**src/rtl/eac_pkg.sv**
```systemverilog
// Package for the Euler angle to quaternion unit: widths, constants and types.
// Holds the CORDIC arctangent table. Depends on nothing.
package eac_pkg;

	localparam int ANGLE_WIDTH  = 16;
	localparam int QUAT_WIDTH   = 16;
	localparam int CORDIC_STEPS = 16;
	localparam int FRAC         = 30;
	localparam int CW           = 34;  // CORDIC datapath width
	localparam int TW           = 32;  // trig value width after the CORDIC
	localparam int IDX_W        = 5;
	localparam int LANES        = 3;

	localparam logic signed [CW-1:0] CORDIC_GAIN = 34'sd652032874;
	localparam logic signed [CW-1:0] HALF_PI     = 34'sd1686629713;
	localparam logic signed [CW-1:0] PI_Q        = 34'sd3373259426;

	// Lane codes: roll, pitch, yaw.
	localparam int LANE_X = 0;
	localparam int LANE_Y = 1;
	localparam int LANE_Z = 2;

	typedef struct packed {
		logic signed [CW-1:0] x;
		logic signed [CW-1:0] y;
		logic signed [CW-1:0] z;
	} lane_t;

	typedef struct packed {
		logic                   valid;
		logic [LANES-1:0]       neg;
		lane_t [LANES-1:0]      lane;
	} cell_word_t;

	// Arctangent of 2^-i in Q30, rounded down.
	function automatic logic signed [CW-1:0] atan_at(input logic [IDX_W-1:0] i);
		logic signed [CW-1:0] r;
		begin
			unique case (i)
				5'd0:  r = 34'sd843314856;
				5'd1:  r = 34'sd497837829;
				5'd2:  r = 34'sd263043836;
				5'd3:  r = 34'sd133525158;
				5'd4:  r = 34'sd67021686;
				5'd5:  r = 34'sd33543515;
				5'd6:  r = 34'sd16775850;
				5'd7:  r = 34'sd8388437;
				5'd8:  r = 34'sd4194282;
				5'd9:  r = 34'sd2097149;
				5'd10: r = 34'sd1048575;
				5'd11: r = 34'sd524287;
				5'd12: r = 34'sd262143;
				5'd13: r = 34'sd131071;
				5'd14: r = 34'sd65535;
				5'd15: r = 34'sd32767;
				5'd16: r = 34'sd16383;
				5'd17: r = 34'sd8191;
				5'd18: r = 34'sd4095;
				5'd19: r = 34'sd2047;
				5'd20: r = 34'sd1023;
				5'd21: r = 34'sd511;
				5'd22: r = 34'sd255;
				5'd23: r = 34'sd127;
				5'd24: r = 34'sd63;
				5'd25: r = 34'sd31;
				5'd26: r = 34'sd15;
				5'd27: r = 34'sd7;
				5'd28: r = 34'sd3;
				5'd29: r = 34'sd1;
				default: r = 34'sd0;
			endcase
			return r;
		end
	endfunction

endpackage

```
**src/rtl/eac_cordic_cell.sv**
```systemverilog
// One CORDIC rotation cell: a micro-rotation for all three angle lanes.
// Depends on eac_pkg.
module eac_cordic_cell import eac_pkg::*; (
	input  logic             clk,
	input  logic             arst_n,
	input  logic             en,
	input  logic [IDX_W-1:0] idx,
	input  cell_word_t       d_in,
	output cell_word_t       d_out
);

	cell_word_t           nxt;
	logic signed [CW-1:0] atan_c;

	assign atan_c = atan_at(idx);

	// Rotate each lane towards zero residual angle.
	always_comb begin
		nxt       = d_in;
		for (int l = 0; l < LANES; l++) begin
			if (!d_in.lane[l].z[CW-1]) begin
				nxt.lane[l].x = d_in.lane[l].x - (d_in.lane[l].y >>> idx);
				nxt.lane[l].y = d_in.lane[l].y + (d_in.lane[l].x >>> idx);
				nxt.lane[l].z = d_in.lane[l].z - atan_c;
			end else begin
				nxt.lane[l].x = d_in.lane[l].x + (d_in.lane[l].y >>> idx);
				nxt.lane[l].y = d_in.lane[l].y - (d_in.lane[l].x >>> idx);
				nxt.lane[l].z = d_in.lane[l].z + atan_c;
			end
		end
	end

	// Only the valid bit is reset; the data word follows it when enabled.
	always_ff @(posedge clk or negedge arst_n) begin
		if (!arst_n) begin
			d_out.valid <= 1'b0;
		end else if (en) begin
			d_out <= nxt;
		end
	end

endmodule

```
**config.mk**
```make
export PLATFORM = sky130hd
export DESIGN_NAME = eac_cordic_cell
export DESIGN_NICKNAME = d
export VERILOG_FILES = /design/src/rtl/eac_pkg.sv /design/src/rtl/eac_cordic_cell.sv
export SDC_FILE = /design/constraint.sdc
export NUM_CORES = 2
export LEC_CHECK = 0
export ABC_AREA = 1
export ABC_CLOCK_PERIOD_IN_PS = 1500
export BUFFER_PORTS_ARGS = -buffer_cell sky130_fd_sc_hd__buf_4
export CORE_ASPECT_RATIO = 1.4
export CORE_MARGIN = 2
export CORE_UTILIZATION = 56
export CTS_CLUSTER_DIAMETER = 30
export DETAILED_ROUTE_END_ITERATION = 10
export PLACE_DENSITY = 0.78
export REMOVE_ABC_BUFFERS = 1
export SYNTH_ARGS = -nofsm -noshare
export SYNTH_HDL_FRONTEND = slang
export SYNTH_SLANG_ARGS = --single-unit
```
**constraint.sdc**
```tcl
create_clock -name clk -period 1.5 [get_ports clk]
set_input_delay 0.3 -clock clk [delete_from_list [all_inputs] [get_ports clk]]
set_output_delay 0.3 -clock clk [all_outputs]
set_load 0.02 [all_outputs]
```
==> qor.txt, run 1 <==
Overflow left after global routing = 1348
Seq cells post-synth = 310
TritonCTS Buffers = 72
Global-route wire length before repair = 560000 um
Most common cell in the netlist = nand2_1
Routability-driven placement congestion ratio = 1.20
EDFF count, synth = 309
Post-Place Cells = 10800
# IOs = 628
Ys flop type = edfxtp_1
CTS Buffer Depth = 3
Mapped Area = 0.0442 sq mm
Die Y = 336 um
Yosys warns = 0
Share of the synthesized area in the top cell type = 21.0%
Distinct cells, synth = 53
Largest cells by area after synthesis = edfxtp_1 (21%), nand2_1 (20%), nand3_1 (13%)
FFs w/ async S/R, synth = 0.323%
Pin count of the biggest net entering global routing = 49
Status = stopped before the end
Clock Root Buffer = clkbuf_16
Vias in the first global route = 85300
PortBufs = 627
Syn_area_per_cell = 6.17 sq um
Last stage = global routing (5_1_grt)
Hpwl dp = 187000 um
Leading area contributor after synthesis = edfxtp_1
GRT Resource Usage Total = 90.7%
Die Span X = 241 um
Top cells by count, synth = nand2_1 (2326), nand3_1 (1136), inv_1 (659)
Cells after Synth = 7162
Initial Utilization = 56.7%
Run Error = [ERROR GRT-0116] Global routing finished with congestion. Check the congestion regions in the DRC Viewer.
CTS Sinks = 310
CTS H-tree depth = 3
Rows = 121
Sequential share of the synthesized area = 21.1%
per-layer routing:
metal / GRT overflow / global-route usage (%)
met4: 485 / 96.0
met3: 110 / 83.4
met2: 664 / 101
met1: 76 / 86.3
met5: 13 / 65.6
timing repair:
item                                    4_1_cts
endpoints found under the hold margin         5
endpoints found under the setup margin      418
pin swaps                                    83
gates resized for setup                     449
gates cloned                                  5
hold buffers                                  7
buffers inserted                             43
logic make-up after synthesis:
kind of cell | Yosys count | share of synthesized area [%]
mux | 1 | 0.0255
simple gates | 4185 | 40.2
compound gates | 969 | 12.3
flops | 310 | 21.1
xor+xnor | 423 | 8.38
buf+inv | 953 | 8.80
fa+ha+maj | 321 | 9.24
through the flow:
step | setup slack (ns) | util [%] | instance area (sq um) | setup TNS (ns)
after floorplan | -5.41 | - | 42900 | -2920.66
after global placement | -3.25 | 84.8 | 66100 | -774.80
after detailed placement | -3.53 | 84.8 | 66100 | -829.84
after CTS | -2.52 | 90.5 | 70600 | -603.67
==> inputs of run 2 (changes only) <==
--- a/config.mk
+++ b/config.mk
@@ -8,12 +8,10 @@
 export ABC_AREA = 1
 export ABC_CLOCK_PERIOD_IN_PS = 1500
 export BUFFER_PORTS_ARGS = -buffer_cell sky130_fd_sc_hd__buf_4
-export CORE_ASPECT_RATIO = 1.4
 export CORE_MARGIN = 2
-export CORE_UTILIZATION = 56
-export CTS_CLUSTER_DIAMETER = 30
+export CORE_UTILIZATION = 40
 export DETAILED_ROUTE_END_ITERATION = 10
-export PLACE_DENSITY = 0.78
+export PLACE_DENSITY_LB_ADDON = 0.15
 export REMOVE_ABC_BUFFERS = 1
 export SYNTH_ARGS = -nofsm -noshare
 export SYNTH_HDL_FRONTEND = slang
==> run 2 against run 1 <==
  * The flow now finishes, with violations (hold timing, setup timing)
  * Synthesized cell count stayed put
  * Synthesized area is the same
==> qor.txt, run 2 <==
Status = finished, violations left
Failing checks = hold timing, setup timing
Leading area contributor after synthesis = edfxtp_1
Final Hold Vio Count = 3
Distinct cells, synth = 53 (unchanged)
Routability-driven placement congestion ratio = 1.03 (-14%)
Routed vias/inst = 5.36
CP Launch Type = primary input
Clock slew at reported path FFs = 0.07 ns
Biggest regs = d_out (310)
FFs w/ async S/R, synth = 0.323% (unchanged)
Crit path arrival time = 4.41 ns
CTS H-tree depth = 2 (-1)
Comb power frac = 66.2%
Leak = 39.2 nW
Clk network pwr share = 15.3%
Layout Cells excl Fill = 11600
DR WL/cell = 19.8 um
Initial DRC Count = 6048
Relative slew slack = 51.9%
Vias post-DR = 62300
Internal power = 39.1 mW
Max Fclk = 248 MHz
Cells after Synth = 7162 (unchanged)
Worst slew pin tran = 0.722 ns
CP peak stage delay = 0.33 ns
CTS Buffer Depth = 3 (unchanged)
Sequential power share = 18.4%
Rows = 121 (unchanged)
# IOs = 628 (unchanged)
# DRC = 0
Max-slew violation count = 0
Final Critical Period = 4.03 ns
Setup TNS = -602.93 ns
Net Sw Power = 29.0 mW
Hpwl dp = 184000 um (-1.7%)
Worst Path Required = 1.88 ns
Core area = 0.109 sq mm
Global-route wire length before repair = 334000 um
Largest cells by area after synthesis = edfxtp_1 (21%), nand2_1 (20%), nand3_1 (13%)
Commonest non-fill, non-tap cell in the layout = buf_4
RSZ-0062 raised after global routing = true
Antenna violations before repair = 23
Mapped Area = 0.0442 sq mm (unchanged)
Max reg flops = 310
TritonCTS Buffers = 39 (-46%)
CTS tree = done
Die Y = 336 um (about the same)
Setup slack after layout = -2.53 ns
Post-Place Cells = 11400 (+5.6%)
Share of layout cells above drive strength 1 = 43.1%
Final #Nets = 10700
Final WL = 231000 um
Clock Root Buffer = clkbuf_16
Syn_area_per_cell = 6.17 sq um (unchanged)
Die footprint = 0.113 sq mm
Ys flop type = edfxtp_1
Max Cap Viol = 0
Yosys warns = 0 (unchanged)
Worst skew pair latency = 0.62 ns
EDFF count, synth = 309 (unchanged)
M2 GR Usage = 61.0%
Skew final = 0 ns
PwrDens = 885 mW/mm^2
Overflow left after global routing = 0
Max FO, Critical Path = 6
Vias in the first global route = 58600
Seq cells post-synth = 310 (unchanged)
Pin count of the biggest net entering global routing = 54
Worst IR Drop VDD = 0.00103 V
GRT Resource Usage Total = 38.2%
Share of the synthesized area in the top cell type = 21.0% (unchanged)
Initial Utilization = 40.5% (-16 points)
Area Overhead vs Synth = 74.0%
DRT Pass-1 Iters = 6
Period utilisation layout = 269%
Setup crit end kind = flip-flop
Most frequent cells in the layout = buf_4 (3029), nand2_1 (2096), nand3_1 (954)
Worst min-delay path category = in2reg
Setup violators final = 348
Most flops, register = d_out
PortBufs = 627 (unchanged)
Top cells by count, synth = nand2_1 (2326), nand3_1 (1136), inv_1 (659)
Hold WS = -0.0516 ns
M1 GR Usage = 50.2%
Most common cell in the netlist = nand2_1
Post-route ant nets = 0
Fin util = 70.4%
Gr busiest metal = met2
Crit Path Category = in2reg
Sequential share of the synthesized area = 21.1% (unchanged)
Hold_buf cts = 7 (unchanged)
GR Util met3 = 8.03%
Die Span X = 336 um (+39%)
Switching share of total power = 42.6%
CTS Sinks = 310 (unchanged)
Slowest stage cell, crit path = ha_1
## run 2: cell counts after synthesis
Identical to the previous run, type by type.
## run 2: cell families (layout without fill, tap and decap cells)
logic type	count (synthesis)	in the layout	synth area share, %
fa+ha+maj	321	321	9.24
compound gates	969	969	12.3
xor+xnor	423	423	8.38
other cells	0	14	0
simple gates	4185	4185	40.2
flops	310	310	21.1
buf+inv	953	3928	8.80
mux	1	1	0.0255
## run 2: area by class of cell
type	instances	area [sq um]
multi-input cells	5899	36300
fillers	9384	32300
repair buffers	3156	25300
flip-flops and latches	310	9300
inverters	701	2690
well taps	1476	1850
clock buffers	43	1010
clock inverters	28	344
diodes	14	35.0
## run 2: power groups by stage
stage	Sequential [mW]	Combinational, mW	Clock [mW]
after global routing	12.6	48.0	10.9
after floorplan	14.3	15.6	0
final	12.5	45.1	10.4
after detailed placement	12.7	38.7	0
after global placement	12.7	38.4	0
after CTS	12.5	41.4	10.6
## run 2: final timing paths
| kind | startpoint | endpoint | slack (ns) | cells after the start |
|---|---|---|---|---|
| min reg2reg | d_out[309] | d_out[309] | 1.08 | 2 |
| max in group asynchronous | arst_n | d_out[309] | 0.87 | 3 |
| min in group asynchronous | arst_n | d_out[309] | 0.53 | 3 |
| min | d_in[204] | d_out[204] | -0.05 | 2 |
| max reg2reg | d_out[309] | d_out[309] | 0.18 | 2 |
| max | idx[1] | d_out[169] | -2.53 | 32 |
## run 2: metrics by stage
stage               cell area [sq um]  setup slack (ns)  power (mW)
floorplan                       42900             -5.41        29.9
CTS                             73300             -2.46        64.5
finish                          76900             -2.53        68.1
global route                    76900             -2.70        71.5
global placement                68100             -3.42        51.1
detailed placement              68100             -3.53        51.4
## run 2: repair_timing
item                                    4_1_cts  5_1_grt
setup buffers                                70       58
pin swaps                                   156      298
cloned                                       18        8
endpoints found under the hold margin         8        3
resized for setup                           688      736
endpoints found under the setup margin      445      449
## run 2: worst max-delay path, delay by kind of cell
family	cells	cell delay, ns
adder cells (fa/ha/maj)	1	0.33
AND/OR/NAND/NOR	16	1.62
buffers and inverters	11	1.45
AO/OA/AOI/OAI	3	0.55
XOR/XNOR	1	0.16
## run 2: metal layers
| layer | up-vias | part of all wire, % | routed length, um |
|---|---|---|---|
| met4 | 22 | 4.7 | 10800 |
| li1 | 29800 | - | - |
| met5 | - | 0.059 | 136 |
| met2 | 2883 | 45 | 103000 |
| met1 | 29000 | 41 | 95400 |
| met3 | 577 | 9.3 | 21500 |
Power figures use the tool's default switching activity.
